### src/cssc_pkg.sv
// ----------------------------------------------------------------------------
// cssc_pkg
// Shared types and constants for the comment strip / space collapse block.
// ----------------------------------------------------------------------------
package cssc_pkg;

  // Character codes
  localparam logic [7:0] CH_TAB   = 8'd9;
  localparam logic [7:0] CH_LF    = 8'd10;
  localparam logic [7:0] CH_CR    = 8'd13;
  localparam logic [7:0] CH_SPACE = 8'd32;
  localparam logic [7:0] CH_STAR  = 8'd42;
  localparam logic [7:0] CH_SLASH = 8'd47;

  // Queue between front and back
  localparam int FIFO_DEPTH = 4;
  localparam int FIFO_AW    = $clog2(FIFO_DEPTH);
  localparam int FIFO_CW    = $clog2(FIFO_DEPTH + 1);

  // Scanner state
  typedef enum logic [2:0] {
    MODE_SKIP  = 3'd0,  // dropping spaces (start of text, after a comment)
    MODE_SPACE = 3'd1,  // one space just passed
    MODE_SLASH = 3'd2,  // a slash is held
    MODE_TEXT  = 3'd3,  // ordinary text
    MODE_LINE  = 3'd4,  // inside a line comment
    MODE_BLOCK = 3'd5,  // inside a block comment
    MODE_STAR  = 3'd6   // inside a block comment, last byte a star
  } scan_mode_t;

  // One queued work entry: a byte, optionally preceded by a held slash
  typedef struct packed {
    logic       two;    // emit a slash before data
    logic [7:0] data;
  } cssc_entry_t;

  // Queue status seen by the front and back
  typedef struct packed {
    logic full;
    logic empty;
  } cssc_qstat_t;

endpackage

### src/comment_strip_space_collapse.sv
// Path: an input transfer writes the queue; the output register then loads from
//   the queue head whenever it is empty or its result is being taken.
// Throughput: one input per cycle while the queue has room; the back gives one
//   result per cycle while out_stall is low, and a two-result input holds it until
//   both are out. The four-entry queue absorbs bursts; long pair runs stall the input.
// Reset: synchronous active-low rst_n clears scanner mode, queue and output.
// ----------------------------------------------------------------------------
// comment_strip_space_collapse
// Removes line and block comments from a byte stream and collapses runs of
// whitespace into single spaces.
// ----------------------------------------------------------------------------
module comment_strip_space_collapse (
  input  logic       clk,
  input  logic       rst_n,
  input  logic       in_valid,
  output logic       in_stall,
  input  logic [7:0] in_text_byte,
  input  logic       in_end_of_text,
  output logic       out_valid,
  input  logic       out_stall,
  output logic [7:0] out_kept_byte,
  output logic       out_last_of_run
);
  import cssc_pkg::*;

  logic        push;
  logic        pop;
  cssc_entry_t push_entry;
  cssc_entry_t head;
  cssc_qstat_t qstat;

  // Scanner
  cssc_front u_front (
    .clk           (clk),
    .rst_n         (rst_n),
    .in_valid      (in_valid),
    .in_stall      (in_stall),
    .in_text_byte  (in_text_byte),
    .in_end_of_text(in_end_of_text),
    .qstat         (qstat),
    .push          (push),
    .push_entry    (push_entry)
  );

  // Work queue
  cssc_fifo u_fifo (
    .clk       (clk),
    .rst_n     (rst_n),
    .push      (push),
    .push_entry(push_entry),
    .pop       (pop),
    .head      (head),
    .qstat     (qstat)
  );

  // Output stage
  cssc_back u_back (
    .clk            (clk),
    .rst_n          (rst_n),
    .head           (head),
    .qstat          (qstat),
    .pop            (pop),
    .out_valid      (out_valid),
    .out_stall      (out_stall),
    .out_kept_byte  (out_kept_byte),
    .out_last_of_run(out_last_of_run)
  );

endmodule

### src/cssc_front.sv
// ----------------------------------------------------------------------------
// cssc_front
// Accepts source bytes, runs the scanner state machine and pushes the
// resulting output work into the queue.
// ----------------------------------------------------------------------------
module cssc_front (
  input  logic                 clk,
  input  logic                 rst_n,
  input  logic                 in_valid,
  output logic                 in_stall,
  input  logic [7:0]           in_text_byte,
  input  logic                 in_end_of_text,
  input  cssc_pkg::cssc_qstat_t qstat,
  output logic                 push,
  output cssc_pkg::cssc_entry_t push_entry
);
  import cssc_pkg::*;

  scan_mode_t  mode_r;
  scan_mode_t  mode_nxt;
  scan_mode_t  mode_step;
  logic [7:0]  c;
  logic        accept;
  logic        emit;
  cssc_entry_t entry;

  // Stall only on a full queue
  assign in_stall = qstat.full;
  assign accept   = in_valid && !in_stall;

  // Map whitespace to a plain space
  always_comb begin
    if (in_text_byte == CH_TAB || in_text_byte == CH_LF || in_text_byte == CH_CR) begin
      c = CH_SPACE;
    end else begin
      c = in_text_byte;
    end
  end

  // Classify the byte against the current mode
  always_comb begin
    mode_step  = mode_r;
    emit       = 1'b0;
    entry.two  = 1'b0;
    entry.data = c;
    case (mode_r)
      MODE_SLASH: begin
        if (c == CH_SLASH) begin
          mode_step = MODE_LINE;
        end else if (c == CH_STAR) begin
          mode_step = MODE_BLOCK;
        end else begin
          emit      = 1'b1;
          entry.two = 1'b1;
          mode_step = (c == CH_SPACE) ? MODE_SPACE : MODE_TEXT;
        end
      end
      MODE_TEXT: begin
        if (c == CH_SPACE) begin
          mode_step = MODE_SPACE;
          emit      = 1'b1;
        end else if (c == CH_SLASH) begin
          mode_step = MODE_SLASH;
        end else begin
          emit = 1'b1;
        end
      end
      MODE_LINE: begin
        if (in_text_byte == CH_LF) begin
          mode_step = MODE_SKIP;
        end
      end
      MODE_BLOCK: begin
        if (in_text_byte == CH_STAR) begin
          mode_step = MODE_STAR;
        end
      end
      MODE_STAR: begin
        if (in_text_byte == CH_SLASH) begin
          mode_step = MODE_SKIP;
        end else if (in_text_byte != CH_STAR) begin
          mode_step = MODE_BLOCK;
        end
      end
      default: begin
        // skip, one space passed, and the unused code
        if (c == CH_SPACE) begin
          mode_step = MODE_SKIP;
        end else if (c == CH_SLASH) begin
          mode_step = MODE_SLASH;
        end else begin
          mode_step = MODE_TEXT;
          emit      = 1'b1;
        end
      end
    endcase

    // End of text: flush a held slash, restart scanning
    mode_nxt = mode_step;
    if (in_end_of_text) begin
      if (mode_step == MODE_SLASH) begin
        emit       = 1'b1;
        entry.two  = 1'b0;
        entry.data = CH_SLASH;
      end
      mode_nxt = MODE_SKIP;
    end
  end

  assign push       = accept && emit;
  assign push_entry = entry;

  // Advance the scanner on each transfer
  always_ff @(posedge clk) begin
    if (!rst_n) begin
      mode_r <= MODE_SKIP;
    end else if (accept) begin
      mode_r <= mode_nxt;
    end
  end

endmodule

### src/cssc_fifo.sv
// ----------------------------------------------------------------------------
// cssc_fifo
// Short register queue of work entries between the front and the back.
// ----------------------------------------------------------------------------
module cssc_fifo (
  input  logic                  clk,
  input  logic                  rst_n,
  input  logic                  push,
  input  cssc_pkg::cssc_entry_t push_entry,
  input  logic                  pop,
  output cssc_pkg::cssc_entry_t head,
  output cssc_pkg::cssc_qstat_t qstat
);
  import cssc_pkg::*;

  cssc_entry_t        mem_r [FIFO_DEPTH];
  logic [FIFO_AW-1:0] wr_ptr_r;
  logic [FIFO_AW-1:0] wr_ptr_nxt;
  logic [FIFO_AW-1:0] rd_ptr_r;
  logic [FIFO_AW-1:0] rd_ptr_nxt;
  logic [FIFO_CW-1:0] count_r;
  logic [FIFO_CW-1:0] count_nxt;

  assign qstat.full  = (count_r == FIFO_CW'(FIFO_DEPTH));
  assign qstat.empty = (count_r == '0);
  assign head        = mem_r[rd_ptr_r];

  // Advance pointers with wrap at the queue depth and track the entry count
  always_comb begin
    wr_ptr_nxt = wr_ptr_r;
    rd_ptr_nxt = rd_ptr_r;
    count_nxt  = count_r;
    if (push) begin
      wr_ptr_nxt = (wr_ptr_r == FIFO_AW'(FIFO_DEPTH - 1)) ? '0 : wr_ptr_r + 1'b1;
    end
    if (pop) begin
      rd_ptr_nxt = (rd_ptr_r == FIFO_AW'(FIFO_DEPTH - 1)) ? '0 : rd_ptr_r + 1'b1;
    end
    if (push && !pop) begin
      count_nxt = count_r + 1'b1;
    end else if (pop && !push) begin
      count_nxt = count_r - 1'b1;
    end
  end

  // Hold pointers and count
  always_ff @(posedge clk) begin
    if (!rst_n) begin
      wr_ptr_r <= '0;
      rd_ptr_r <= '0;
      count_r  <= '0;
    end else begin
      wr_ptr_r <= wr_ptr_nxt;
      rd_ptr_r <= rd_ptr_nxt;
      count_r  <= count_nxt;
    end
  end

  // Write entry storage
  always_ff @(posedge clk) begin
    if (push) begin
      mem_r[wr_ptr_r] <= push_entry;
    end
  end

  a_no_overflow: assert property (@(posedge clk) disable iff (!rst_n)
    push |-> !qstat.full)
    else $error("queue push while full");

  a_no_underflow: assert property (@(posedge clk) disable iff (!rst_n)
    pop |-> !qstat.empty)
    else $error("queue pop while empty");

  a_count_range: assert property (@(posedge clk) disable iff (!rst_n)
    count_r <= FIFO_CW'(FIFO_DEPTH))
    else $error("queue count out of range");

endmodule

### src/cssc_back.sv
// ----------------------------------------------------------------------------
// cssc_back
// Drains queued entries into the output register, splitting an entry with a
// held slash into two results.
// ----------------------------------------------------------------------------
module cssc_back (
  input  logic                  clk,
  input  logic                  rst_n,
  input  cssc_pkg::cssc_entry_t head,
  input  cssc_pkg::cssc_qstat_t qstat,
  output logic                  pop,
  output logic                  out_valid,
  input  logic                  out_stall,
  output logic [7:0]            out_kept_byte,
  output logic                  out_last_of_run
);
  import cssc_pkg::*;

  logic       out_valid_r;
  logic       out_valid_nxt;
  logic [7:0] byte_r;
  logic [7:0] byte_nxt;
  logic       last_r;
  logic       last_nxt;
  logic       phase_r;
  logic       phase_nxt;
  logic       load;

  // Refill the output register when empty or being taken
  assign load = !out_valid_r || !out_stall;

  always_comb begin
    out_valid_nxt = out_valid_r;
    byte_nxt      = byte_r;
    last_nxt      = last_r;
    phase_nxt     = phase_r;
    pop           = 1'b0;
    if (load) begin
      if (!qstat.empty) begin
        out_valid_nxt = 1'b1;
        if (head.two && !phase_r) begin
          // release the held slash first, keep the entry
          byte_nxt  = CH_SLASH;
          last_nxt  = 1'b0;
          phase_nxt = 1'b1;
        end else begin
          byte_nxt  = head.data;
          last_nxt  = 1'b1;
          phase_nxt = 1'b0;
          pop       = 1'b1;
        end
      end else begin
        out_valid_nxt = 1'b0;
      end
    end
  end

  // Control state
  always_ff @(posedge clk) begin
    if (!rst_n) begin
      out_valid_r <= 1'b0;
      phase_r     <= 1'b0;
    end else begin
      out_valid_r <= out_valid_nxt;
      phase_r     <= phase_nxt;
    end
  end

  // Payload
  always_ff @(posedge clk) begin
    byte_r <= byte_nxt;
    last_r <= last_nxt;
  end

  assign out_valid       = out_valid_r;
  assign out_kept_byte   = byte_r;
  assign out_last_of_run = last_r;

  a_first_is_slash: assert property (@(posedge clk) disable iff (!rst_n)
    (out_valid_r && !last_r) |-> (byte_r == CH_SLASH))
    else $error("non-final result is not a slash");

  a_phase_matches: assert property (@(posedge clk) disable iff (!rst_n)
    phase_r |-> (out_valid_r && !last_r && !qstat.empty && head.two))
    else $error("split phase without pending pair");

  a_pair_follows: assert property (@(posedge clk) disable iff (!rst_n)
    (out_valid_r && !out_stall && !last_r) |=> (out_valid_r && last_r))
    else $error("second half of pair missing");

endmodule

### config.mk
export PLATFORM = sky130hd
export DESIGN_NAME = comment_strip_space_collapse
export DESIGN_NICKNAME = d
export VERILOG_FILES = /design/src/cssc_pkg.sv /design/src/comment_strip_space_collapse.sv /design/src/cssc_front.sv /design/src/cssc_fifo.sv /design/src/cssc_back.sv
export SDC_FILE = /design/constraint.sdc
export NUM_CORES = 1
export LEC_CHECK = 0
export ABC_AREA = 1
export BUFFER_PORTS_ARGS = -buffer_cell sky130_fd_sc_hd__buf_2
export CORE_ASPECT_RATIO = 1.75
export CORE_MARGIN = 2
export CORE_UTILIZATION = 35
export DETAILED_ROUTE_END_ITERATION = 8
export PLACE_DENSITY = 0.62
export SYNTH_ARGS = -nofsm -noshare
export SYNTH_HDL_FRONTEND = slang
export SYNTH_SLANG_ARGS = --single-unit
### constraint.sdc
create_clock -name clk -period 3.2 [get_ports clk]
set_input_delay 0.32 -clock clk [delete_from_list [all_inputs] [get_ports clk]]
set_output_delay 0.32 -clock clk [all_outputs]
set_load 0.1 [all_outputs]
==> metrics list, run 1 <==
- In the routed design, unresolved DRC markers number 0.
- Number of enable flip-flop cells after synthesis: 45
- Synthesis-stage register bit count: 59
- Height of the die: 121 um
* Biggest fanout along the worst timing path: 5
- Summed over all layers, the global routing overflow is 0.
* Starting Density: 0.363
* Initial DRT Pass Iterations: 4
- TritonCTS clock tree: yes
* CTS root buffer: clkbuf_16
- Setup repair bufs after CTS: 0
- The mapped netlist covers 2750 sq um.
- The area fraction in compound gates after synthesis came to 0.102.
* Critical path data arrival time: 2.93 ns
- Once routing completed, OpenROAD measured the worst setup slack at 0.465 ns.
- Leak Pwr: 0.00132 uW
* Worst setup path start: u_front.mode_r[1]
- Of the total synthesized cell area, the portion taken by full adders, half adders and majority gates is 0.0346.
* Chip width: 71.0 um
- The region available for standard cell placement spans 7570 sq um.
- Most frequently used flop master after synthesis: edfxtp_1
- For this block, the initial DRC count from the detailed router was 79.
- Antenna violations before repair: 0
- Kind of end point of the critical path: flip-flop
- Hold_sp: in_text_byte[6]
- After detailed routing, the average wire length per cell comes to 14.0 um.
- Period Utilization, post-route: 0.855
- The longest clock path from root to sink contains 2 buffers.
- Number of placement rows: 42
- STA classifies the critical path startpoint as a flip-flop.
- Of the total synthesized cell area, the portion taken by AND, OR, NAND and NOR gates is 0.186.
* Residual antenna-violating net count after detailed routing: 0
- Syn nets: 286
- Outcome: completed
- Mapped Cells: 266
- Worst-case clock skew: 0.00674 ns
* TritonCTS Sinks: 59
- Yosys warning total: 0
- Largest net degree at the start of global routing: 19
* Top Ports: 24
- Half-perimeter wire length after placement: 4030 um
- Total GRT Usage: 0.140
* Post-cts gate resize count: 0
- The count of final hold-check violations is 0.
* Share of cells above drive strength 1: 0.235
- The most common cell in the synthesized netlist is edfxtp_1.
- Top cell type by total area after synthesis: edfxtp_1
* Reg-to-Reg Start: u_front.mode_r[1]
- Via/cell ratio: 4.96
* Worst min path class: in -> reg
* Commonest cells in the netlist: edfxtp_1 (45), nor2_1 (39), inv_1 (32), nand2_1 (31), o21ai_0 (21)
- Unique cell type count in the Yosys netlist: 33
* Wire length of the first global-routing pass: 8940 um
- Clock buffer count from CTS: 9
* Fin Setup TNS: 0 ns
- Fraction of the yosys area taken by sequential cells: 0.594
- Post-Route WL: 5410 um
- The number of antenna diodes in the final layout is 0.
* Number of violations of the max-capacitance limit: 0
- The worst path in the final design needs a cycle of 2.74 ns, including I/O delays and setup.
- Layout-stage area growth over the synthesis result: 17.7%
- Final-report setup violation count: 0
* RD Place Congestion: 0.821
- The worst setup path is of the reg -> reg kind.
* Post-place setup slack: 0.280 ns
- Clock latency on the worst-skew pair, taken at its later pin, is 0.32 ns.
- Syn avg cell area: 10.3 sq um
* Headroom to the max-slew limit: 0.617
- Number of hold buffers added after CTS: 0
* Dominant combinational cell family by area after synthesis: simple AND/OR/NAND/NOR gates
- Maximum operating frequency: 366 MHz
- Post-layout nets: 313
- Via Count: 1,913
- The share of synthesized area in the top cell type comes to 0.492.
* CTS clock-pin slew for the worst setup and hold paths: 0.05 ns
- The die covers 8600 sq um.
- In this run the tool buffered the top-level ports with 23 buffer cells.
- Of the total synthesized cell area, the portion taken by XOR and XNOR cells is 0.
* Fin. max-slew vios: 0
- The number of global-route vias before repair is 1,952.
* Multiplexer share of the synthesized area: 0.0182
* RSZ-0062 raised after global routing: no
* Actual slew at the worst max-slew pin: 0.574 ns
- Critical Path RT: 3.40 ns
- Power spread over the standard cell area amounts to 986 nW/um^2.
- FFs w/ async S/R, synth: 0
* Leading post-synthesis cells by cell area: edfxtp_1 (49%), dfxtp_1 (10%), nor2_1 (5.3%)
- VDD sags by at most 344 uV.
- In this run the number of H-tree levels came out at 3.
[where the power goes]
| group | internal (uW) | total (uW) | switching, uW |
|---|---|---|---|
| sequential | 1040 | 1130 | 89.3 |
| clock | 582 | 880 | 298 |
| combinational | 254 | 1180 | 922 |
| total | 1880 | 3190 | 1310 |
[area by class of cell]
type / instances / area (sq um)
fill: 737 / 4330
tap: 88 / 110
clock buffer: 14 / 274
sequential: 59 / 1630
multi-input combinational: 160 / 936
timing repair buffer: 25 / 130
clock inverter: 2 / 8.76
inverter: 38 / 143
[path summary, 6_finish.rpt]
check | end | slack (ns) | cells after the start
min reg2reg | u_front.mode_r[1] | 0.50 | 2
max | u_fifo.count_r[2] | 0.46 | 17
min | u_fifo.mem_r[3][6] | 0.26 | 1
max reg2reg | u_fifo.count_r[2] | 0.46 | 17
[placed cells by master, fill, tap and decap left out, drive strengths merged, types with 2 or more instances in the layout]
cell / Yosys / layout
nor2: 46 / 46
edfxtp: 45 / 45
nand2: 43 / 43
inv: 37 / 37
buf: 3 / 25
o21ai: 22 / 22
dfxtp: 14 / 14
clkbuf: 6 / 14
a21oi: 11 / 11
nand3: 10 / 10
ha: 6 / 6
mux2i: 5 / 5
o221ai: 5 / 5
o32ai: 3 / 3
clkinv: 1 / 3
nor3: 2 / 2
[state kept, by name, indices dropped and copies added, names as in the netlist, named ones only]
register,count
u_back.out_last_of_run,1
u_back.out_kept_byte,8
u_front.mode_r,3
u_fifo.count_r,3
u_back.phase_r,1
u_fifo.rd_ptr_r,2
u_fifo.mem_r,36
u_fifo.wr_ptr_r,2
u_back.out_valid,1
[stage by stage]
stage	hold WS [ns]	util	std cells	instance area (sq um)	total power, uW
global route	0.264	0.427	386	3230	3370
global placement	0.486	0.390	370	2950	2310
finish	0.263	0.427	386	3230	3190
detailed placement	0.494	0.390	370	2950	2340
floorplan	0.458	-	266	2750	2100
CTS	0.257	0.427	386	3230	3220
[worst max-delay path, cell delays in order, from the launching register on]
cell     delay, ns
dfxtp_1       0.36
inv_1         0.10
o21ai_2       0.22
inv_1         0.13
nor2_1        0.13
nand2_1       0.10
a21oi_2       0.15
nand2_2       0.07
nand2_4       0.09
nand2_4       0.08
inv_2         0.06
ha_1          0.13
inv_1         0.07
fa_1          0.45
a21oi_1       0.15
o21ai_0       0.11
o21ai_0       0.17
a21oi_1       0.05
[layer usage]
metal | vias to the layer above | GRT usage | share of wire
met5 | - | 0 | 0
met4 | 0 | 0.0790 | 0.023
met3 | 8 | 0.0365 | 0.031
met2 | 30 | 0.268 | 0.58
met1 | 926 | 0.129 | 0.37
li1 | 949 | - | -
[logic make-up (layout without fill, tap and decap cells)]
kind of cell             after synthesis  after routing
flip-flops                            59             59
AND/OR/NAND/NOR                      103            103
multiplexers                           5              5
adder cells (fa/ha/maj)                7              7
buffers and inverters                 47             79
AO/OA/AOI/OAI                         45             45
No activity file was read; power rests on OpenSTA's default activity.
==> inputs of run 2 (changes only) <==
--- a/config.mk
+++ b/config.mk
@@ -9,9 +9,9 @@
 export BUFFER_PORTS_ARGS = -buffer_cell sky130_fd_sc_hd__buf_2
 export CORE_ASPECT_RATIO = 1.75
 export CORE_MARGIN = 2
-export CORE_UTILIZATION = 35
+export CORE_UTILIZATION = 40
 export DETAILED_ROUTE_END_ITERATION = 8
-export PLACE_DENSITY = 0.62
+export PLACE_DENSITY = 0.67
 export SYNTH_ARGS = -nofsm -noshare
 export SYNTH_HDL_FRONTEND = slang
 export SYNTH_SLANG_ARGS = --single-unit
==> run 2 against run 1 <==
Worst hold slack got worse by 0.0043 ns. Fmax increased by 1.8%. Cell count decreased by 1.0%. Non-clock buffer count unchanged. Highest routed layer unchanged. Largest cell class unchanged. Clock skew decreased by 0.0031 ns. Sequential cell count unchanged. Critical path depth unchanged. Wire length decreased by 9.2%. Sequential power about the same. Setup slack improved by 0.048 ns.
==> metrics list, run 2 (same netlist as run 1, synthesis figures left out) <==
- Reg-to-Reg Start: u_front.mode_r[1] (unchanged)
- The TritonCTS buffer count was 9 (unchanged).
* Crit path max-delay cell type: fa_1 (unchanged)
- The overall die area came to 7570 sq um (was 8600 sq um).
- Biggest fanout along the worst timing path: 5 (unchanged)
- Worst-case clock skew: 0.00365 ns (was 0.00674 ns)
* Setup slack of the worst register-to-register path: 0.51 ns (was 0.46 ns)
* Fill cell total of the finished layout: 626 (was 737)
- Highest-count cells in the layout ignoring fill and taps: edfxtp_1 (45), nor2_1 (39), inv_1 (32), nand2_1 (31), buf_2 (23) (unchanged).
- Height of the die: 114 um (was 121 um)
- The share of layout cells above drive strength 1 was 0.245 (was 0.235).
* Actual slew at the worst max-slew pin: 0.572 ns (was 0.574 ns)
* Residual antenna-violating net count after detailed routing: 0 (unchanged)
- The type of destination of the critical path was a flip-flop (unchanged).
- Htree depth: 3 (unchanged)
- RSZ-0062 raised after global routing: no (unchanged).
- The peak per-stage delay on the critical path came to 0.44 ns (was 0.45 ns).
- Post-place setup slack: 0.331 ns (was 0.280 ns)
* Vias in the first global route: 1,839 (was 1,952)
- The data arrival at the endpoint of the critical path came to 2.90 ns (was 2.93 ns).
- Detailed route wirelength on metal2: 2730 um (was 3110 um)
- Port bufs: 23 (unchanged)
- Leak Pwr: 0.00134 uW (was 0.00132 uW)
* Fin. max-slew vios: 0 (unchanged)
- The final-report setup violation count is 0 (unchanged).
* Placeable Area: 6760 sq um (was 7570 sq um)
* Headroom to the max-slew limit: 0.618 (was 0.617)
- The largest register by flop count is u_fifo.mem_r (unchanged).
- The initial core utilization was 0.407 (was 0.363).
- Post-Route WL: 4910 um (was 5410 um)
- The placed instance area came to 2950 sq um (about the same).
* Largest net degree at the start of global routing: 19 (unchanged)
* Final period demand of the worst path: 2.69 ns (was 2.74 ns)
- The number of cells upsized or downsized after cts was 0 (unchanged).
- The cell area power density is 999 nW/um^2 (was 986 nW/um^2).
- Top Ports: 24 (unchanged)
* Number of placement rows: 40 (was 42)
- Routed length on met1: 1870 um (was 2000 um)
* Number of cells on the critical path: 17 (unchanged)
- The worst-skew pair later-pin latency is 0.33 ns (was 0.32 ns).
- Wire length of the first global-routing pass: 8430 um (was 8940 um)
* RD Place Congestion: 0.873 (was 0.821)
- CP bufs+invs: 4 (unchanged)
- The cell at the root of the clock tree is clkbuf_16 (unchanged).
- Critical Path RT: 3.41 ns (was 3.40 ns)
- Number of hold buffers added after CTS: 0 (unchanged)
* Via Count: 1,852 (was 1,913)
- The uppermost layer routed was met4 (unchanged).
- Layout-stage area growth over the synthesis result: 18.8% (was 17.7%)
- Outcome: completed (unchanged)
- Via/cell ratio: 4.85 (was 4.96)
- Routed length per instance: 12.9 um (was 14.0 um)
- Worst setup path start: u_front.mode_r[1] (unchanged)
- CTS clock-pin slew for the worst setup and hold paths: 0.05 ns (about the same)
- The final net count came to 313 (unchanged).
* Ant diodes: 0 (unchanged)
- The path type of the worst setup path is reg -> reg (unchanged).
- Flip-flop count of the largest register after layout: 36 (unchanged)
* Area occupied by multi-input gates: 936 sq um (unchanged)
- TritonCTS clock tree: yes (unchanged)
- Number of violations of the max-capacitance limit: 0 (unchanged)
- Total GRT Usage: 0.153 (was 0.140)
- Cell type group with the largest total delay on the critical path: compound AO/OA/AOI/OAI gates (unchanged)
* Clock buffer depth: 2 (unchanged)
- Final routed DRC violation total: 0 (unchanged)
- The most frequent standard cell in the layout excluding fill and tap cells is edfxtp_1 (unchanged).
* Design Area, Final: 3260 sq um (was 3230 sq um)
- TritonCTS Sinks: 59 (unchanged)
* Worst min path class: in -> reg (unchanged)
- Initial DRT Pass Iterations: 4 (unchanged)
- The sum of met3 wire segment lengths after detailed routing was 152 um (was 166 um).
- Capture instance of the worst register-to-register path: u_fifo.count_r[2] (unchanged)
- The share of the clock period used by the worst path was 0.840 (was 0.855).
- The placed wire-length estimate after detailed placement is 3700 um (was 4030 um).
* Antenna violations before repair: 0 (unchanged)
- The floorplan die width was 66.7 um (was 71.0 um).
- The sequential cell area came to 1630 sq um (unchanged).
- The global-route congestion overflow total is 0 (unchanged).
- Worst setup slack after layout: 0.513 ns (was 0.465 ns)
- The worst voltage drop across the vdd grid is 333 uV (was 344 uV).
- The number of buffers inserted to repair setup after CTS is 0 (unchanged).
- Initial DRC count: 78 (was 79)
- The category of the worst setup path launch point is a flip-flop (unchanged).
* Capture point of the critical path: u_fifo.count_r[2] (unchanged)
- Cells on worst reg2reg path: 17 (unchanged)
- The setup TNS came to 0 ns (unchanged).
- Cell-by-cell trace of the critical path: inv_1 > o21ai_2 > inv_1 > a21oi_1 > nand3_2 > nand2_2 > nand2_2 > nand2_4 > nand2_4 > inv_2 > ha_1 > inv_1 > fa_1 > a21oi_1 > o21ai_0 > o21ai_0 > a21oi_1 (was inv_1 > o21ai_2 > inv_1 > nor2_1 > nand2_1 > a21oi_2 > nand2_2 > nand2_4 > nand2_4 > inv_2 > ha_1 > inv_1 > fa_1 > a21oi_1 > o21ai_0 > o21ai_0 > a21oi_1).
* Count of endpoints failing hold in the final timing report: 0 (unchanged)
- The highest achievable clock rate is 372 MHz (was 366 MHz).
run 2: changes by cell type in the layout (fill, tap and decap cells not counted):
cell and delta:
clkinv_1 -1, clkbuf_1 -2, clkbuf_16 +2, clkinv_2 +2
clkbuf_8 -1
run 2: power breakdown:
group / total [uW] / leakage, uW / switching (uW) / internal (uW)
clock: 974 / 0.000162 / 319 / 655
sequential: 1130 / 0.000531 / 87.3 / 1040
combinational: 1150 / 0.000650 / 902 / 253
run 2: worst min-delay path by stage:
| stage | start | endpoint | cells past startpoint |
|---|---|---|---|
| final | in_text_byte[4] | u_fifo.mem_r[2][4] | 1 |
| after global routing | in_text_byte[6] | u_fifo.mem_r[2][6] | 1 |
| after CTS | in_text_byte[6] | u_fifo.mem_r[1][6] | 1 |
| after detailed placement | u_fifo.count_r[0] | u_fifo.count_r[0] | 1 |
| after global placement | u_fifo.count_r[0] | u_fifo.count_r[0] | 1 |
| after floorplan | u_fifo.count_r[0] | u_fifo.count_r[0] | 1 |
run 2: routing by layer:
layer  track usage  vias to the layer above
met1         0.156                      863
met2         0.265                       30
met3        0.0454                       13
met4        0.0980                        0
met5             0                        -
li1              -                      946
run 2: metrics by stage:
stage                     hold WS [ns]  total power, uW  std cells  utilization
final                            0.259             3260        382        0.483
after CTS                        0.251             3290        382        0.483
after global routing             0.261             3450        382        0.483
after detailed placement         0.480             2310        366        0.436
after floorplan                  0.458             2100        266            -
after global placement           0.488             2300        366        0.436
run 2: layout make-up:
class	count	share of cell area
flip-flops and latches	59	0.500
repair buffers	25	0.0399
clock inverters	3	0.00460
inverters	38	0.0437
well taps	84	0.0322
clock buffers	13	0.0928
multi-input cells	160	0.287
==> inputs of run 3 (changes only) <==
--- a/config.mk
+++ b/config.mk
@@ -5,7 +5,7 @@
 export SDC_FILE = /design/constraint.sdc
 export NUM_CORES = 1
 export LEC_CHECK = 0
-export ABC_AREA = 1
+export ABC_AREA = 0
 export BUFFER_PORTS_ARGS = -buffer_cell sky130_fd_sc_hd__buf_2
 export CORE_ASPECT_RATIO = 1.75
 export CORE_MARGIN = 2
==> constraint.sdc (replaced) <==
create_clock -name clk -period 2.7 [get_ports clk]
set_input_delay 0.27 -clock clk [delete_from_list [all_inputs] [get_ports clk]]
set_output_delay 0.27 -clock clk [all_outputs]
set_load 0.1 [all_outputs]
==> run 3 against run 2 <==
The run now ends with negative setup slack left. Synthesized cell count is 25% lower. Fmax fell by 0.58%. Clock skew grew 0.0022 ns. Register-to-register slack lost 0.52 ns.
==> metrics list, run 3 <==
- Flip-flop count of the largest register after layout: 36 (unchanged)
- The remaining antenna violation count after routing came to 0 (unchanged).
- The floorplan die width is 67.0 um (was 66.7 um).
- Cell-by-cell trace of the critical path: nor2b_4 > nand3_2 > a211o_1 > a2111oi_4 > a21boi_4 > inv_2 > ha_4 > inv_2 > fa_2 > xor2_1 > or3_1 > a21boi_1 (was inv_1 > o21ai_2 > inv_1 > a21oi_1 > nand3_2 > nand2_2 > nand2_2 > nand2_4 > nand2_4 > inv_2 > ha_1 > inv_1 > fa_1 > a21oi_1 > o21ai_0 > o21ai_0 > a21oi_1).
- Number of hold buffers added after CTS: 0 (unchanged)
* Number of violations of the max-capacitance limit: 0 (unchanged)
* Mapped Cells: 199 (was 266)
- The most common cell in the synthesized netlist is edfxtp_1 (unchanged).
- The met2 track utilization from global routing came to 0.289 (was 0.265).
* RD Place Congestion: 0.897 (was 0.873)
* Number of enable flip-flop cells after synthesis: 45 (unchanged)
- The number of synthesized register bits is 59 (unchanged).
- Category of the worst setup path launch point: flip-flop (unchanged)
- Maximum cell stage delay along the critical path: 0.39 ns (was 0.44 ns)
- The total via count in the routed design was 1,852 (unchanged).
- Clock latency at the later pin of the worst-skew pair: 0.32 ns (was 0.33 ns)
- Final cell count without fillers: 347 (was 382)
* CP bufs+invs: 2 (was 4)
* Most flop-heavy register: u_fifo.mem_r (unchanged)
- The clock tree from TritonCTS is yes (unchanged).
- The data required time at the worst endpoint is 2.95 ns (was 3.41 ns).
* Placeable Area: 6810 sq um (was 6760 sq um)
* Final routed DRC violation total: 0 (unchanged)
* Share of cells above drive strength 1: 0.433 (was 0.245)
- The layer with the highest usage after global routing was met2 (unchanged).
* Critical path data arrival time: 2.95 ns (was 2.90 ns)
* Yosys warning total: 0 (unchanged)
- Leak Pwr: 0.00135 uW (was 0.00134 uW)
* Top Ports: 24 (unchanged)
- Fin Setup TNS: -0.00277 ns (was 0 ns)
- The power after layout is 4090 uW (was 3260 uW).
* Initial DRC count: 65 (was 78)
- Starting Density: 0.408 (was 0.407)
* Unique cell type count in the Yosys netlist: 51 (was 33)
* Most frequently used flop master after synthesis: edfxtp_1 (unchanged)
* Met3 capacity usage during global routing: 0.0393 (was 0.0454)
- RSZ-0062 raised after global routing: yes (was no).
- Outcome: finished, violations left (was completed).
- The overall die area came to 7660 sq um (was 7570 sq um).
* Final period demand of the worst path: 2.70 ns (was 2.69 ns)
- The critical-path maximum fanout is 5 (unchanged).
- Actual slew at the worst max-slew pin: 0.907 ns (was 0.572 ns)
- The type of destination of the critical path is a flip-flop (unchanged).
- The placed instance area is 3250 sq um (was 2950 sq um).
* Max IR drop VDD: 329 uV (was 333 uV)
* Netlist Area Pre-Place: 2780 sq um (was 2750 sq um)
- The highest achievable clock rate is 370 MHz (was 372 MHz).
- The final net count was 278 (was 313).
* Worst-case clock skew: 0.00590 ns (was 0.00365 ns)
* CTS clock-pin slew for the worst setup and hold paths: 0.05 ns (about the same)
- Leading post-synthesis cells by cell area: edfxtp_1 (49%), dfxtp_1 (10%), mux4_2 (7.3%) (was edfxtp_1 (49%), dfxtp_1 (10%), nor2_1 (5.3%)).
- The TritonCTS buffer count came to 9 (unchanged).
- The final cell utilization of the core was 0.528 (was 0.483).
- Syn nets: 219 (was 286)
- Design Area, Final: 3600 sq um (was 3260 sq um)
- The share of Yosys cell area claimed by the top area cell type was 0.486 (was 0.492).
* Worst setup path category: reg -> reg (unchanged)
* GR Layer Usage met1: 0.153 (was 0.156)
- Routed length per instance: 15.8 um (was 12.9 um)
- Among the stages of the critical path, the cell type that occurs most often is inv_2.
- The checks that failed: negative setup slack.
- The final-report setup violation count was 1 (was 0).
* Crit path max-delay cell type: a2111oi_4 (was fa_1)
- Power Dens Cells: 1140 nW/um^2 (was 999 nW/um^2)
* Highest-count cells in the layout ignoring fill and taps: edfxtp_1 (45), buf_4 (33), buf_2 (22), nor2b_1 (14), nand2_1 (12) (was edfxtp_1 (45), nor2_1 (39), inv_1 (32), nand2_1 (31), buf_2 (23))
- The share of the clock period used by the worst path is 1.00 (was 0.840).
- The worst min-delay path category is in -> reg (unchanged).
* Via/cell ratio: 5.34 (was 4.85)
- The largest net degree at the start of global routing is 17 (was 19).
- The total detailed-routing wirelength came to 5490 um (was 4910 um).
- The number of buffers inserted to repair setup after CTS came to 0 (unchanged).
* Number of placement rows: 40 (unchanged)
- Height of the die: 114 um (about the same)
* Total placed cells including tap cells: 331 (was 366)
* Htree depth: 3 (unchanged)
- The smallest setup slack after layout is -0.00277 ns (was 0.513 ns).
* TritonCTS Sinks: 59 (unchanged)
- CTS root buffer: clkbuf_16 (unchanged)
- Ant diodes: 0 (unchanged)
* Antenna violations before repair: 0 (unchanged)
- Vias in the first global route: 1,935 (was 1,839)
- The proportion of synthesized chip area in sequential cells is 0.587 (was 0.594).
* Commonest cells in the netlist: edfxtp_1 (45), nor2b_1 (16), dfxtp_1 (14), nand2_1 (12), inv_1 (10) (was edfxtp_1 (45), nor2_1 (39), inv_1 (32), nand2_1 (31), o21ai_0 (21))
- The buffer depth of the longest clock path is 2 (unchanged).
- The area growth from synthesis to layout came to 29.4% (was 18.8%).
- Count of endpoints failing hold in the final timing report: 0 (unchanged)
* Half-perimeter wire length after placement: 4040 um (was 3700 um)
- The most frequent standard cell in the layout excluding fill and tap cells was edfxtp_1 (unchanged).
* Total GRT Usage: 0.159 (was 0.153)
- The kind of cell adding the most delay to the critical path is compound AO/OA/AOI/OAI gates (unchanged).
* Headroom to the max-slew limit: 0.394 (was 0.618)
- Top cell type by total area after synthesis: edfxtp_1 (unchanged)
- The count of input and output buffers was 23 (unchanged).
* Initial DRT Pass Iterations: 4 (unchanged)
- Syn avg cell area: 14.0 sq um (was 10.3 sq um)
- The proportion of synthesized flip-flops having asynchronous set or reset is 0 (unchanged).
- Remaining global-route overflow: 0 (unchanged)
* Fin. max-slew vios: 0 (unchanged)
- Wire length of the first global-routing pass: 8800 um (was 8430 um)
run 3: cell count changes in the layout (fill, tap and decap cells not counted), sizes merged, moves of 4 or more:
cell,before,now
nor3,2,7
clkbuf,13,9
nor2,46,4
and2,0,7
inv,37,10
o21ai,22,2
mux4,0,9
nand3,10,3
a21boi,0,4
or2,1,6
a21oi,11,4
nand2,43,12
nor2b,0,16
buf,25,56
run 3: what timing repair did:
action / CTS / global route
pin swaps: 3 / 2
endpoints found under the setup margin: 23 / 37
gates resized for setup: 10 / 1
run 3: cell families after synthesis:
logic type,count (synthesis),share of synthesized area
compound gates,29,0.102
xor+xnor,3,0.00946
fa+ha+maj,7,0.0342
buf+inv,18,0.0311
flops,59,0.587
mux,14,0.0909
simple gates,69,0.145
run 3: where the power goes:
| part | total [uW] | switching [uW] | leakage, uW | internal [uW] |
|---|---|---|---|---|
| logic | 1550 | 1020 | 0.000672 | 532 |
| registers | 1360 | 104 | 0.000533 | 1250 |
| clock network | 1190 | 385 | 0.000149 | 802 |
run 3: routing by layer:
metal | vias up | part of all wire
met4 | 0 | 0.044
met2 | 54 | 0.57
met3 | 15 | 0.040
met5 | - | 0
li1 | 880 | -
met1 | 903 | 0.34
run 3: metrics by stage:
step	hold WS (ns)	setup WS [ns]
floorplan	0.424	-0.281
global placement	0.465	-0.281
detailed placement	0.490	-0.348
CTS	0.224	-0.0375
global route	0.247	-0.104
finish	0.232	-0.00277
run 3: layout make-up:
class / instances / area [sq um]
inverter: 10 / 37.5
timing repair buffer: 56 / 369
sequential: 59 / 1640
fill: 615 / 3210
multi-input combinational: 122 / 1130
tap: 84 / 105
clock inverter: 7 / 92.6
clock buffer: 9 / 225
run 3: worst register-to-register path, stage by stage (launching register included):
cell and delay (ns):
dfxtp_4 0.38, nor2b_4 0.16, nand3_2 0.10, a211o_1 0.32
a2111oi_4 0.39, a21boi_4 0.12, inv_2 0.09, ha_4 0.13
inv_2 0.03, fa_2 0.33, xor2_1 0.15, or3_1 0.30
a21boi_1 0.13
run 3: path summary, 6_finish.rpt:
check               startpoint           endpoint  slack, ns  cells past startpoint
min reg2reg   u_back.out_valid   u_back.out_valid       0.50                      2
max reg2reg  u_front.mode_r[1]  u_fifo.count_r[2]     -0.003                     12
min                  out_stall   u_back.out_valid       0.23                      3
max          u_front.mode_r[1]  u_fifo.count_r[2]     -0.003                     12
